[src/design/assert_macros.svh]
// assertion helpers used by the aligner design file
`ifndef ASSERT_MACROS_SVH
`define ASSERT_MACROS_SVH

// property checked at every rising clk edge outside reset
`define ASSERT_ALWAYS(lbl, prop, msg) \
    lbl: assert property (@(posedge clk) disable iff (!rst_n) (prop)) else $error(msg);

// implication checked in the same cycle
`define ASSERT_IMPLY(lbl, ante, cons, msg) \
    lbl: assert property (@(posedge clk) disable iff (!rst_n) (ante) |-> (cons)) \
        else $error(msg);

`endif

[src/design/spfa_pkg.sv]
package spfa_pkg;

    localparam int SYNC_W    = 20;
    localparam int WIN_W     = 64;
    localparam int BYTE_W    = 8;
    localparam int FRAME_W   = 32;
    localparam int SAMPLE_W  = 12;
    localparam int OFFSET_W  = 6;
    localparam int SEEN_W    = 4;

    localparam int SEARCH_TOP    = 44;
    localparam int SEARCH_BOTTOM = 12;

    localparam logic [OFFSET_W-1:0] SHIFT_BASE   = 6'd45;
    localparam logic [OFFSET_W-1:0] OFFSET_FLOOR = 6'd12;
    localparam logic [SEEN_W-1:0]   WINDOW_BYTES = 4'd8;

    localparam logic [SYNC_W-1:0] SYNC_PATTERN_RST = 20'h30009;
    localparam logic [SYNC_W-1:0] SYNC_MASK_RST    = 20'hF000F;

    // configuration register indexes
    localparam logic REG_SYNC_PATTERN = 1'b0;
    localparam logic REG_SYNC_MASK    = 1'b1;

    // frame status codes
    localparam logic [1:0] ST_SYNC_OK     = 2'd0;
    localparam logic [1:0] ST_SYNC_MISS   = 2'd1;
    localparam logic [1:0] ST_NOT_FOUND   = 2'd2;

    // frame request handed from the alignment stage to the extraction stage
    typedef struct packed {
        logic [WIN_W-1:0]    window;
        logic [OFFSET_W-1:0] offset;
        logic                not_found;
    } frame_req_t;

endpackage

[src/design/sync_pattern_frame_aligner.sv]
// sync_pattern_frame_aligner: word alignment of one serial ADC link
// input channel: data_byte (stream bits, msb first) and first_byte (start of a
//   capture, clears the alignment) under in_valid / in_ready
// config port: cfg_write, cfg_addr (0 sync_pattern, 1 sync_mask), cfg_data;
//   write only while no item is in flight
// output channel: sample_high, sample_low, frame_status, bit_shift under
//   out_valid / out_ready
// the eighth byte of a capture triggers the sync search and gives the first
//   result; after a lock every fourth byte gives a frame, after a failed
//   search one not-found result is given and then nothing until first_byte
// pipeline: the byte that causes a result passes the alignment/search stage,
//   then the frame extraction stage into the output register
// throughput: one byte per clock while in_ready is high
// reset: window, counters and alignment cleared, registers back to defaults
// receiver stall: the output register holds the result, one more frame can
//   wait in the extraction stage, and in_ready drops only when both are full
`include "assert_macros.svh"

module sync_pattern_frame_aligner
    import spfa_pkg::*;
(
    input  logic                clk,
    input  logic                rst_n,

    input  logic                cfg_write,
    input  logic                cfg_addr,
    input  logic [SYNC_W-1:0]   cfg_data,

    input  logic                in_valid,
    output logic                in_ready,
    input  logic [BYTE_W-1:0]   data_byte,
    input  logic                first_byte,

    output logic                out_valid,
    input  logic                out_ready,
    output logic [SAMPLE_W-1:0] sample_high,
    output logic [SAMPLE_W-1:0] sample_low,
    output logic [1:0]          frame_status,
    output logic [OFFSET_W-1:0] bit_shift
);

    // configuration registers
    logic [SYNC_W-1:0] sync_pattern_reg;
    logic [SYNC_W-1:0] sync_mask_reg;

    always_ff @(posedge clk or negedge rst_n)
    begin
        if (!rst_n)
        begin
            sync_pattern_reg <= SYNC_PATTERN_RST;
            sync_mask_reg    <= SYNC_MASK_RST;
        end
        else if (cfg_write)
        begin
            case (cfg_addr)
                REG_SYNC_PATTERN: sync_pattern_reg <= cfg_data;
                REG_SYNC_MASK:    sync_mask_reg    <= cfg_data;
                default:          sync_pattern_reg <= sync_pattern_reg;
            endcase
        end
    end

    // alignment state
    logic [WIN_W-1:0]    bit_window_reg,   bit_window_next;
    logic [SEEN_W-1:0]   bytes_seen_reg,   bytes_seen_next;
    logic [1:0]          frame_phase_reg,  frame_phase_next;
    logic [OFFSET_W-1:0] match_offset_reg, match_offset_next;
    logic                align_locked_reg, align_locked_next;
    logic                align_failed_reg, align_failed_next;

    // pipeline registers
    logic       s1_valid_reg;
    frame_req_t s1_req_reg;
    frame_req_t s1_req_next;
    logic       s1_load;
    logic       s1_ready;
    logic       in_fire;

    logic                out_valid_reg;
    logic [SAMPLE_W-1:0] sample_high_reg;
    logic [SAMPLE_W-1:0] sample_low_reg;
    logic [1:0]          frame_status_reg;
    logic [OFFSET_W-1:0] bit_shift_reg;

    // handshake: the ready chain runs back from the output register
    assign s1_ready = !out_valid_reg || out_ready;
    assign in_ready = !s1_valid_reg || s1_ready;
    assign in_fire  = in_valid && in_ready;

    // sync search over the updated window
    logic [SEARCH_TOP:SEARCH_BOTTOM] match_vec;
    logic [OFFSET_W-1:0]             found_offset;
    logic                            found_any;

    always_comb
    begin
        for (int i = SEARCH_BOTTOM; i <= SEARCH_TOP; i++)
        begin
            match_vec[i] = ((bit_window_next[i +: SYNC_W] & sync_mask_reg)
                            == sync_pattern_reg);
        end
    end

    // highest matching offset wins
    always_comb
    begin
        found_offset = '0;
        found_any    = 1'b0;
        for (int i = SEARCH_BOTTOM; i <= SEARCH_TOP; i++)
        begin
            if (match_vec[i])
            begin
                found_offset = OFFSET_W'(i);
                found_any    = 1'b1;
            end
        end
    end

    // next alignment state for the incoming item
    logic [WIN_W-1:0]    win_base;
    logic [SEEN_W-1:0]   seen_base;
    logic [1:0]          phase_base;
    logic [OFFSET_W-1:0] offset_base;
    logic                locked_base;
    logic                failed_base;

    always_comb
    begin
        if (first_byte)
        begin
            win_base    = '0;
            seen_base   = '0;
            phase_base  = '0;
            offset_base = '0;
            locked_base = 1'b0;
            failed_base = 1'b0;
        end
        else
        begin
            win_base    = bit_window_reg;
            seen_base   = bytes_seen_reg;
            phase_base  = frame_phase_reg;
            offset_base = match_offset_reg;
            locked_base = align_locked_reg;
            failed_base = align_failed_reg;
        end

        bit_window_next   = {win_base[WIN_W-BYTE_W-1:0], data_byte};
        bytes_seen_next   = seen_base;
        frame_phase_next  = phase_base;
        match_offset_next = offset_base;
        align_locked_next = locked_base;
        align_failed_next = failed_base;
        s1_load           = 1'b0;

        s1_req_next.window    = bit_window_next;
        s1_req_next.offset    = offset_base;
        s1_req_next.not_found = 1'b0;

        if (failed_base)
        begin
            s1_load = 1'b0;
        end
        else if (locked_base)
        begin
            frame_phase_next = phase_base + 2'd1;
            s1_load          = (frame_phase_next == 2'd0);
        end
        else
        begin
            if (seen_base < WINDOW_BYTES)
            begin
                bytes_seen_next = seen_base + 4'd1;
            end
            if (bytes_seen_next == WINDOW_BYTES)
            begin
                s1_load = 1'b1;
                if (found_any)
                begin
                    align_locked_next  = 1'b1;
                    frame_phase_next   = 2'd0;
                    match_offset_next  = found_offset;
                    s1_req_next.offset = found_offset;
                end
                else
                begin
                    align_failed_next     = 1'b1;
                    match_offset_next     = '0;
                    s1_req_next.offset    = '0;
                    s1_req_next.not_found = 1'b1;
                end
            end
        end
    end

    // state and alignment stage registers
    always_ff @(posedge clk or negedge rst_n)
    begin
        if (!rst_n)
        begin
            bit_window_reg   <= '0;
            bytes_seen_reg   <= '0;
            frame_phase_reg  <= '0;
            match_offset_reg <= '0;
            align_locked_reg <= 1'b0;
            align_failed_reg <= 1'b0;
            s1_valid_reg     <= 1'b0;
        end
        else
        begin
            if (in_fire)
            begin
                bit_window_reg   <= bit_window_next;
                bytes_seen_reg   <= bytes_seen_next;
                frame_phase_reg  <= frame_phase_next;
                match_offset_reg <= match_offset_next;
                align_locked_reg <= align_locked_next;
                align_failed_reg <= align_failed_next;
            end
            if (in_fire && s1_load)
            begin
                s1_valid_reg <= 1'b1;
            end
            else if (s1_ready)
            begin
                s1_valid_reg <= 1'b0;
            end
        end
    end

    always_ff @(posedge clk)
    begin
        if (in_fire && s1_load)
        begin
            s1_req_reg <= s1_req_next;
        end
    end

    // frame extraction and sync check
    logic [OFFSET_W-1:0] frame_sh;
    logic [FRAME_W-1:0]  frame;
    logic                sync_ok;

    assign frame_sh = s1_req_reg.offset - OFFSET_FLOOR;
    assign frame    = FRAME_W'(s1_req_reg.window >> frame_sh);
    assign sync_ok  = ((frame & {sync_mask_reg, 12'b0}) == {sync_pattern_reg, 12'b0});

    // output register
    always_ff @(posedge clk or negedge rst_n)
    begin
        if (!rst_n)
        begin
            out_valid_reg <= 1'b0;
        end
        else if (s1_ready)
        begin
            out_valid_reg <= s1_valid_reg;
        end
    end

    always_ff @(posedge clk)
    begin
        if (s1_ready && s1_valid_reg)
        begin
            if (s1_req_reg.not_found)
            begin
                sample_high_reg  <= '0;
                sample_low_reg   <= '0;
                frame_status_reg <= ST_NOT_FOUND;
                bit_shift_reg    <= '0;
            end
            else
            begin
                sample_high_reg  <= sync_ok ? frame[27:16] : '0;
                sample_low_reg   <= sync_ok ? frame[11:0] : '0;
                frame_status_reg <= sync_ok ? ST_SYNC_OK : ST_SYNC_MISS;
                bit_shift_reg    <= SHIFT_BASE - s1_req_reg.offset;
            end
        end
    end

    assign out_valid    = out_valid_reg;
    assign sample_high  = sample_high_reg;
    assign sample_low   = sample_low_reg;
    assign frame_status = frame_status_reg;
    assign bit_shift    = bit_shift_reg;

    // checks on the alignment state
    `ASSERT_ALWAYS(a_lock_fail_excl, !(align_locked_reg && align_failed_reg),
        "alignment both locked and failed")
    `ASSERT_IMPLY(a_offset_range, align_locked_reg,
        (match_offset_reg >= OFFSET_FLOOR) && (match_offset_reg <= 6'd44),
        "locked offset outside search range")
    `ASSERT_IMPLY(a_fail_reports, $rose(align_failed_reg),
        s1_valid_reg && s1_req_reg.not_found,
        "failed search without a not-found frame")
    `ASSERT_ALWAYS(a_seen_bound, bytes_seen_reg <= WINDOW_BYTES,
        "byte count past window size")

endmodule

[config.mk]
export PLATFORM = sky130hd
export DESIGN_NAME = sync_pattern_frame_aligner
export DESIGN_NICKNAME = d
export VERILOG_FILES = /design/src/design/spfa_pkg.sv /design/src/design/sync_pattern_frame_aligner.sv
export VERILOG_INCLUDE_DIRS = /design/src /design/src/design
export SDC_FILE = /design/constraint.sdc
export NUM_CORES = 1
export LEC_CHECK = 0
export ABC_AREA = 1
export BUFFER_PORTS_ARGS = -buffer_cell sky130_fd_sc_hd__buf_2
export CAP_MARGIN = 20
export CORE_MARGIN = 2
export CORE_UTILIZATION = 50
export DETAILED_ROUTE_END_ITERATION = 12
export PLACE_DENSITY_LB_ADDON = 0.15
export SLEW_MARGIN = 5
export SYNTH_ARGS = -nofsm -noshare
export SYNTH_HDL_FRONTEND = slang
export SYNTH_SLANG_ARGS = --single-unit
[constraint.sdc]
create_clock -name clk -period 4.8 [get_ports clk]
set_clock_uncertainty 0.15 [all_clocks]
set_input_delay 0.96 -clock clk [delete_from_list [all_inputs] [get_ports clk]]
set_output_delay 0.96 -clock clk [all_outputs]
set_load 0.03 [all_outputs]
==> results of run 1 <==
how the worst max path moves through the flow:
stage | from | end | slack (ns) | cells after the start
after detailed placement | first_byte | s1_req_reg[2]$_DFFE_PP_ | -0.24 | 26
after CTS | first_byte | s1_req_reg[2]$_DFFE_PP_ | 0.33 | 26
after floorplan | first_byte | s1_req_reg[0]$_SDFFCE_PP0P_ | 0.07 | 16
after global routing | first_byte | s1_req_reg[2]$_DFFE_PP_ | 0.02 | 26
after global placement | first_byte | s1_req_reg[1]$_DFFE_PP_ | -0.23 | 36
final | first_byte | s1_req_reg[2]$_DFFE_PP_ | 0.09 | 26
cell type report:
cell class / instances / area [um^2] / share of cell area, %
tap: 607 / 759 / 2.81
inverter: 221 / 830 / 3.07
sequential: 215 / 5910 / 21.9
multi-input combinational: 2945 / 15700 / 57.9
clock inverter: 15 / 151 / 0.560
clock buffer: 38 / 801 / 2.96
timing repair buffer: 364 / 2930 / 10.8
cell usage after synthesis (all sizes together) (3+ instances only):
cell type and n:
nand2 1225, xor2 544, o21ai 301, nor2 276
nand3 269, buf 218, inv 215, nor4 106
edfxtp 103, dfrtp 100, clkbuf 83, nand4 44
a31oi 33, a21oi 25, mux2i 23, nor3 15
or2 15, dfstp 12, o211ai 11, o22ai 7
a2111oi 6, a22oi 6, a32oi 6, clkinv 6
and2 5, ha 4, nand3b 4, o221ai 3
o31ai 3, or4 3
logic make-up after synthesis:
| group | Yosys count | share of synthesized area, % |
|---|---|---|
| compound gates | 408 | 9.35 |
| xor+xnor | 545 | 20.1 |
| fa+ha+maj | 4 | 0.210 |
| buf+inv | 522 | 9.51 |
| flops | 215 | 24.8 |
| mux | 24 | 1.01 |
| simple gates | 1964 | 35.0 |
routing by layer:
layer	GRT usage [%]	up-vias
met5	0	-
met4	26.0	2
met3	9.06	529
met2	66.7	1976
met1	56.7	12800
li1	-	12000
critical path, delay by kind of cell:
family,cells,cell delay (ns)
buffers and inverters,6,0.91
AO/OA/AOI/OAI,3,0.43
AND/OR/NAND/NOR,16,2.22
XOR/XNOR,1,0.34
per-stage QoR:
step,setup TNS [ns],hold slack (ns)
3_3_place_gp,-0.757,0.315
6_report,0,0.315
4_1_cts,0,0.322
5_1_grt,0,0.364
3_5_place_dp,-0.699,0.325
2_1_floorplan,0,0.297
power breakdown:
group          switching, mW  internal [mW]  total (mW)  leakage [nW]
clock                  0.944           1.29        2.23         0.463
combinational           2.00          0.807        2.81          8.15
sequential             0.128           2.06        2.18          2.41
total                   3.08           4.15        7.23          11.0
repair_timing:
item                       in CTS  in global routing
resized for setup               0                  1
setup endpoints to repair       0                  2
hold endpoints to repair        0                  0
==> reports/results.tsv, run 1 <==
stage	metric	value	unit
global_route	antenna_found_initial	3	
clocking	clockBufferDepth	3	
critical_path	rr_startpoint	bit_window_reg[20]$_DFFE_PN0P_	
detailed_routing	route.detailed.drc	0	
detailed_routing	vias	27300	
finish	num_antenna_cells	0	
critical_path	ff2ff_path_depth	25	
floorplanning	placeableCoreArea	46800	um^2
logic_synthesis	syn_area	23800	um^2
place	place_ws	-0.236	ns
sta	period_minus_slack	4.71	ns
clocking	cts_hold_buffers	0	
finish	design_area	27000	um^2
finish	fill_cells	4561	
clocking	clock_latency	0.60	ns
sta	setup_ws	0.0896	ns
floorplanning	start_util	50.9	%
detailed_routing	wl_met3	13500	um
global_route	grt_max_degree	70	
critical_path	cp.arrival	4.91	ns
sta	slew_headroom	33.1	%
finish	area_growth	13.6	%
global_route	overflow	0	
finish	final_common_cell	nand2_1	
finish	largest_reg_flops	71	
logic_synthesis	yosys.area.top_type	xor2_1	
floorplanning	die_w	222	um
clocking	cts.htree.levels	1	
finish	nets	3815	
logic_synthesis	yosys_warnings	0	
clocking	cts.reportedPaths.clkPinSlew	0.06	ns
critical_path	cp_max_fo	11	
critical_path	cp_slowest_cell	nor4_1	
detailed_routing	via_per_inst	6.20	
hold_path	min_path_type	in -> async	
critical_path	r2r-end	s1_req_reg[2]$_DFFE_PP_	
sta	setup_viol	0	
logic_synthesis	yosysTopAreaCellShare	20.0	%
sta	worstMarginPinSlew	1.00	ns
place	hpwl	77000	um
critical_path	crit_type	in -> reg	
sta	fin_crit_sh	98.1	%
floorplanning	die-height	222	um
logic_synthesis	synth_fp_nets	3721	
detailed_routing	dr_wl_met2	46900	um
logic_synthesis	synth_ff_type	edfxtp_1	
place	place_congestion	1.10	
critical_path	rrSetupSlack	0.18	ns
logic_synthesis	synth.distinct_cells	51	
finish	drive_gt1_share	12.9	%
place	dpl_cell_area	26100	um^2
outcome	outcome	finished, final reports clean	
clocking	cts-root-buf	clkbuf_16	
logic_synthesis	ys_ff_latch	215	
global_route	grt_pass1_vias	25800	
detailed_routing	first_pass_iters	6	
critical_path	crit_path_frequent_cell	nand2_1	
sta	slew_violations	0	
clocking	cts_buffers	29	
critical_path	critPathLaunchType	input port	
floorplanning	num_rows	79	
logic_synthesis	synth-edff-count	103	
detailed_routing	wl_per_cell	25.1	um
detailed_routing	ant_nets	0	
logic_synthesis	syn_inst	3682	
power_and_ir_drop	total_power	7.23	mW
power_and_ir_drop	leakage	11.0	nW
logic_synthesis	synth_area_leaders	xor2_1, nand2_1, edfxtp_1	
logic_synthesis	synthArstFlopShare	52.1	%
clocking	cts_setup_buffers	0	
power_and_ir_drop	power_density	267	nW/um^2
clocking	cts_tree	built	
place	place_inst	4352	
clocking	clock_sinks	215	
critical_path	max_stage_delay	0.58	ns
global_route	grt_use_total	43.6	%
detailed_routing	met1Wirelength	42000	um
global_route	grt_pass1_wl	163000	um
detailed_routing	dr.max_layer_used	met5	
critical_path	endpoint_kind	register	
place	port_buffers	68	
logic_synthesis	yosysSeqAreaShare	24.8	%
sta	rsz0062_at_grt	no	
sta	fmaxAchievable	212	MHz
critical_path	cp.required	5.00	ns
floorplanning	dieArea	49300	um^2
finish	layout_common_cells	nand2_1, xor2_1, o21ai_0	
detailed_routing	routed_wirelength	110000	um
detailed_routing	drtIter0Drc	3870	
sta	hold_viol_final	0	
flow_run	drv_cap	0	
power_and_ir_drop	irDropWorstVdd	0.422	mV
logic_synthesis	postSynthAreaPerCell	6.46	um^2
finish	final_cells	4405	
floorplanning	io_pins	69	
finish	post-route-util	57.8	%
No activity file was read; power rests on OpenSTA's default activity.
==> inputs of run 2 (changes only) <==
--- a/config.mk
+++ b/config.mk
@@ -6,9 +6,8 @@
 export SDC_FILE = /design/constraint.sdc
 export NUM_CORES = 1
 export LEC_CHECK = 0
-export ABC_AREA = 1
 export BUFFER_PORTS_ARGS = -buffer_cell sky130_fd_sc_hd__buf_2
-export CAP_MARGIN = 20
+export CAP_MARGIN = 30
 export CORE_MARGIN = 2
 export CORE_UTILIZATION = 50
 export DETAILED_ROUTE_END_ITERATION = 12
==> reports/results.tsv, run 2 <==
stage	metric	value	unit	change
logic_synthesis	yosys-top-cells-count	nand2_1, xor2_1, a21oi_1, clkbuf_1, and3_1		
finish	post-route-util	56.0	%	-1.9 points
sta	slew_violations	0		unchanged
critical_path	cp_max_fo	24		+13
finish	nets	3072		-19%
global_route	grt_use_total	41.9	%	-1.7 points
finish	largest_reg_flops	71		unchanged
logic_synthesis	muxShareOfSynthArea	12.6	%	+12 points
global_route	grt_pass1_wl	161000	um	-1.5%
logic_synthesis	yosysTopAreaCellShare	12.5	%	-7.5 points
power_and_ir_drop	internal_power	4.15	mW	about the same
clocking	cts.reportedPaths.clkPinSlew	0.06	ns	about the same
hold_path	min_path_type	in -> async		
logic_synthesis	synthArstFlopShare	52.1	%	unchanged
critical_path	endpoint_kind	register		
critical_path	critPathLaunchType	register		
detailed_routing	drtIter0Drc	3917		+1.2%
finish	layout_common_cells	nand2_1, xor2_1, buf_4		
critical_path	cp.required	5.00	ns	about the same
sta	fin_hold_ws	0.268	ns	-0.0472 ns
critical_path	path_buf_inv	1		-5
logic_synthesis	synth_ff_type	edfxtp_1		
logic_synthesis	synth_xor_xnor_area_share	15.2	%	-4.9 points
power_and_ir_drop	pwr-share-comb	36.7	%	-2.2 points
power_and_ir_drop	irDropWorstVdd	0.368	mV	-13%
power_and_ir_drop	swShare	41.8	%	-0.80 points
place	port_buffers	68		unchanged
logic_synthesis	synth.distinct_cells	97		+90%
logic_synthesis	synth_most_common_cell	nand2_1		
power_and_ir_drop	leakage	10.4	nW	-6.0%
power_and_ir_drop	p_seq_share	36.2	%	+6.0 points
critical_path	cp.arrival	4.73	ns	-0.18 ns
clocking	clock_latency	0.57	ns	-0.03 ns
place	place_congestion	1.00		-9.0%
sta	slew_headroom	33.9	%	+0.84 points
place	place_ws	0.0982	ns	+0.334 ns
logic_synthesis	syn_inst	3056		-17%
sta	setup_ws	0.270	ns	+0.180 ns
critical_path	path_delay_family	multiplexers		
finish	fill_cells	4542		-0.42%
logic_synthesis	synth-edff-count	103		unchanged
sta	rsz0062_at_grt	no		
place	dpl_cell_area	26500	um^2	+1.7%
critical_path	cp_slowest_cell	xnor2_4		
floorplanning	start_util	50.6	%	-0.32 points
clocking	cts_setup_buffers	0		unchanged
clocking	clock_sinks	215		unchanged
flow_run	drv_cap	0		unchanged
logic_synthesis	synth_top_family_by_area	simple AND/OR/NAND/NOR gates		
global_route	antenna_found_initial	0		-3
critical_path	crit_type	reg -> reg		
detailed_routing	via_per_inst	6.94		+12%
outcome	outcome	finished, final reports clean		
sta	fin_crit_sh	94.4	%	-3.8 points
sta	fmaxAchievable	221	MHz	+4.0%
power_and_ir_drop	total_power	7.13	mW	-1.4%
finish	final_common_cell	nand2_1		
logic_synthesis	synth_compound_area_share	14.2	%	+4.9 points
finish	seq_area	5930	um^2	+0.34%
floorplanning	die-height	226	um	+1.9%
finish	drive_gt1_share	19.5	%	+6.6 points
global_route	grt_pass1_vias	24400		-5.2%
logic_synthesis	synth_fp_nets	3095		-17%
finish	final_cells	3717		-16%
logic_synthesis	synthSimpleGateAreaFrac	26.9	%	-8.1 points
power_and_ir_drop	power.switching	2.98	mW	-3.2%
critical_path	max_stage_delay	0.63	ns	+0.05 ns
sta	worstMarginPinSlew	0.991	ns	-0.0102 ns
detailed_routing	ant_nets	0		unchanged
clocking	clockBufferDepth	3		unchanged
clocking	cts_tree	built		
detailed_routing	wl_per_cell	29.2	um	+16%
floorplanning	num_rows	81		+2.5%
finish	multiInputGateArea	17200	um^2	+9.7%
clocking	cts_resized	0		unchanged
clocking	cts_buffers	25		-14%
clocking	cts-root-buf	clkbuf_16		
detailed_routing	routed_wirelength	108000	um	-1.9%
global_route	grt_max_degree	72		+2.9%
floorplanning	placeableCoreArea	48800	um^2	+4.5%
finish	design_area	27300	um^2	+1.1%
place	place_inst	3670		-16%
power_and_ir_drop	power_density	261	nW/um^2	-2.5%
logic_synthesis	synthAdderAreaFrac	0.203	%	-0.0077 points
sta	period_minus_slack	4.53	ns	-0.180 ns
detailed_routing	vias	25800		-5.5%
logic_synthesis	ys_ff_latch	215		unchanged
sta	fin_setup_tns	0	ns	unchanged
logic_synthesis	synth_area_leaders	edfxtp_1, dfrtp_1, xor2_1		
logic_synthesis	yosys_warnings	0		unchanged
logic_synthesis	yosysSeqAreaShare	23.9	%	-0.91 points
finish	area_growth	10.7	%	
global_route	overflow	0		unchanged
logic_synthesis	yosys.area.top_type	edfxtp_1		
clocking	cts.htree.levels	1		unchanged
clocking	cts_hold_buffers	0		unchanged
logic_synthesis	postSynthAreaPerCell	8.08	um^2	+25%
sta	setup_viol	0		unchanged
floorplanning	dieArea	51200	um^2	+3.7%
power_and_ir_drop	clock_power_share	27.1	%	-3.8 points
floorplanning	die_w	226	um	+1.9%
critical_path	path_cells	a21oi_4 > xnor2_4 > buf_4 > mux2_2 > mux4_2 > mux2i_1 > a31oi_1 > nand4_1 > a21oi_1 > nand4bb_4 > a311oi_2		
floorplanning	io_pins	69		unchanged
detailed_routing	first_pass_iters	9		+3
place	hpwl	74500	um	-3.3%
logic_synthesis	syn_area	24700	um^2	+3.8%
sta	hold_viol_final	0		unchanged
detailed_routing	route.detailed.drc	0		unchanged
[run 2: cell count changes after synthesis, sizes merged, moves of 148 or more]
cell,change
and3,+191
nor2,-207
inv,-196
xor2,-299
a21oi,+187
xnor2,+180
nand2,-670
o21ai,-247
nand3b,+148
nand3,-234
[run 2: cell families after synthesis]
group | after synthesis
AND/OR/NAND/NOR | 1270
AO/OA/AOI/OAI | 536
XOR/XNOR | 426
buffers and inverters | 395
flip-flops | 215
multiplexers | 210
adder cells (fa/ha/maj) | 4
[run 2: layout make-up]
type,count,area share (%)
clock inverters,10,0.398
flip-flops and latches,215,21.7
diodes,1,0.00915
well taps,664,3.04
clock buffers,36,2.59
repair buffers,325,9.20
multi-input cells,2446,62.8
inverters,20,0.288
[run 2: power by group through the flow]
stage	sequential, mW	combinational [mW]	clock (mW)
CTS	2.53	2.49	1.96
global route	2.56	2.71	2.03
floorplan	2.16	1.83	0
global placement	2.56	2.46	0
finish	2.58	2.61	1.93
detailed placement	2.56	2.48	0
[run 2: path summary, 6_finish.rpt]
check                           cells after the start  slack [ns]                       endpoint                          start
worst max-delay path                               11        0.27    sample_low[4]$_SDFFCE_PP0P_        s1_req_reg[3]$_DFFE_PP_
worst min-delay path                                1        0.27  sync_mask_reg[10]$_DFFE_PN0P_                          rst_n
worst max register to register                     11        0.27    sample_low[4]$_SDFFCE_PP0P_        s1_req_reg[3]$_DFFE_PP_
worst min register to register                      2        0.32  bit_window_reg[3]$_DFFE_PN0P_  bit_window_reg[3]$_DFFE_PN0P_
max in group asynchronous                           2        3.39   sync_mask_reg[2]$_DFFE_PN1P_                          rst_n
min in group clk                                    2        0.32  bit_window_reg[3]$_DFFE_PN0P_  bit_window_reg[3]$_DFFE_PN0P_
[run 2: per-layer routing]
layer,track usage (%),vias up,wire (um)
li1,-,10800,-
met1,56.7,12200,41300
met2,60.9,2152,45000
met3,10.7,581,14600
met4,23.4,0,7480
met5,0,-,0
[run 2: worst reg2reg max path, stage by stage (launching register included)]
cell and delay, ns:
edfxtp_1 0.53, a21oi_4 0.14, xnor2_4 0.63, buf_4 0.35
mux2_2 0.36, mux4_2 0.54, mux2i_1 0.15, a31oi_1 0.17
nand4_1 0.14, a21oi_1 0.30, nand4bb_4 0.46, a311oi_2 0.41
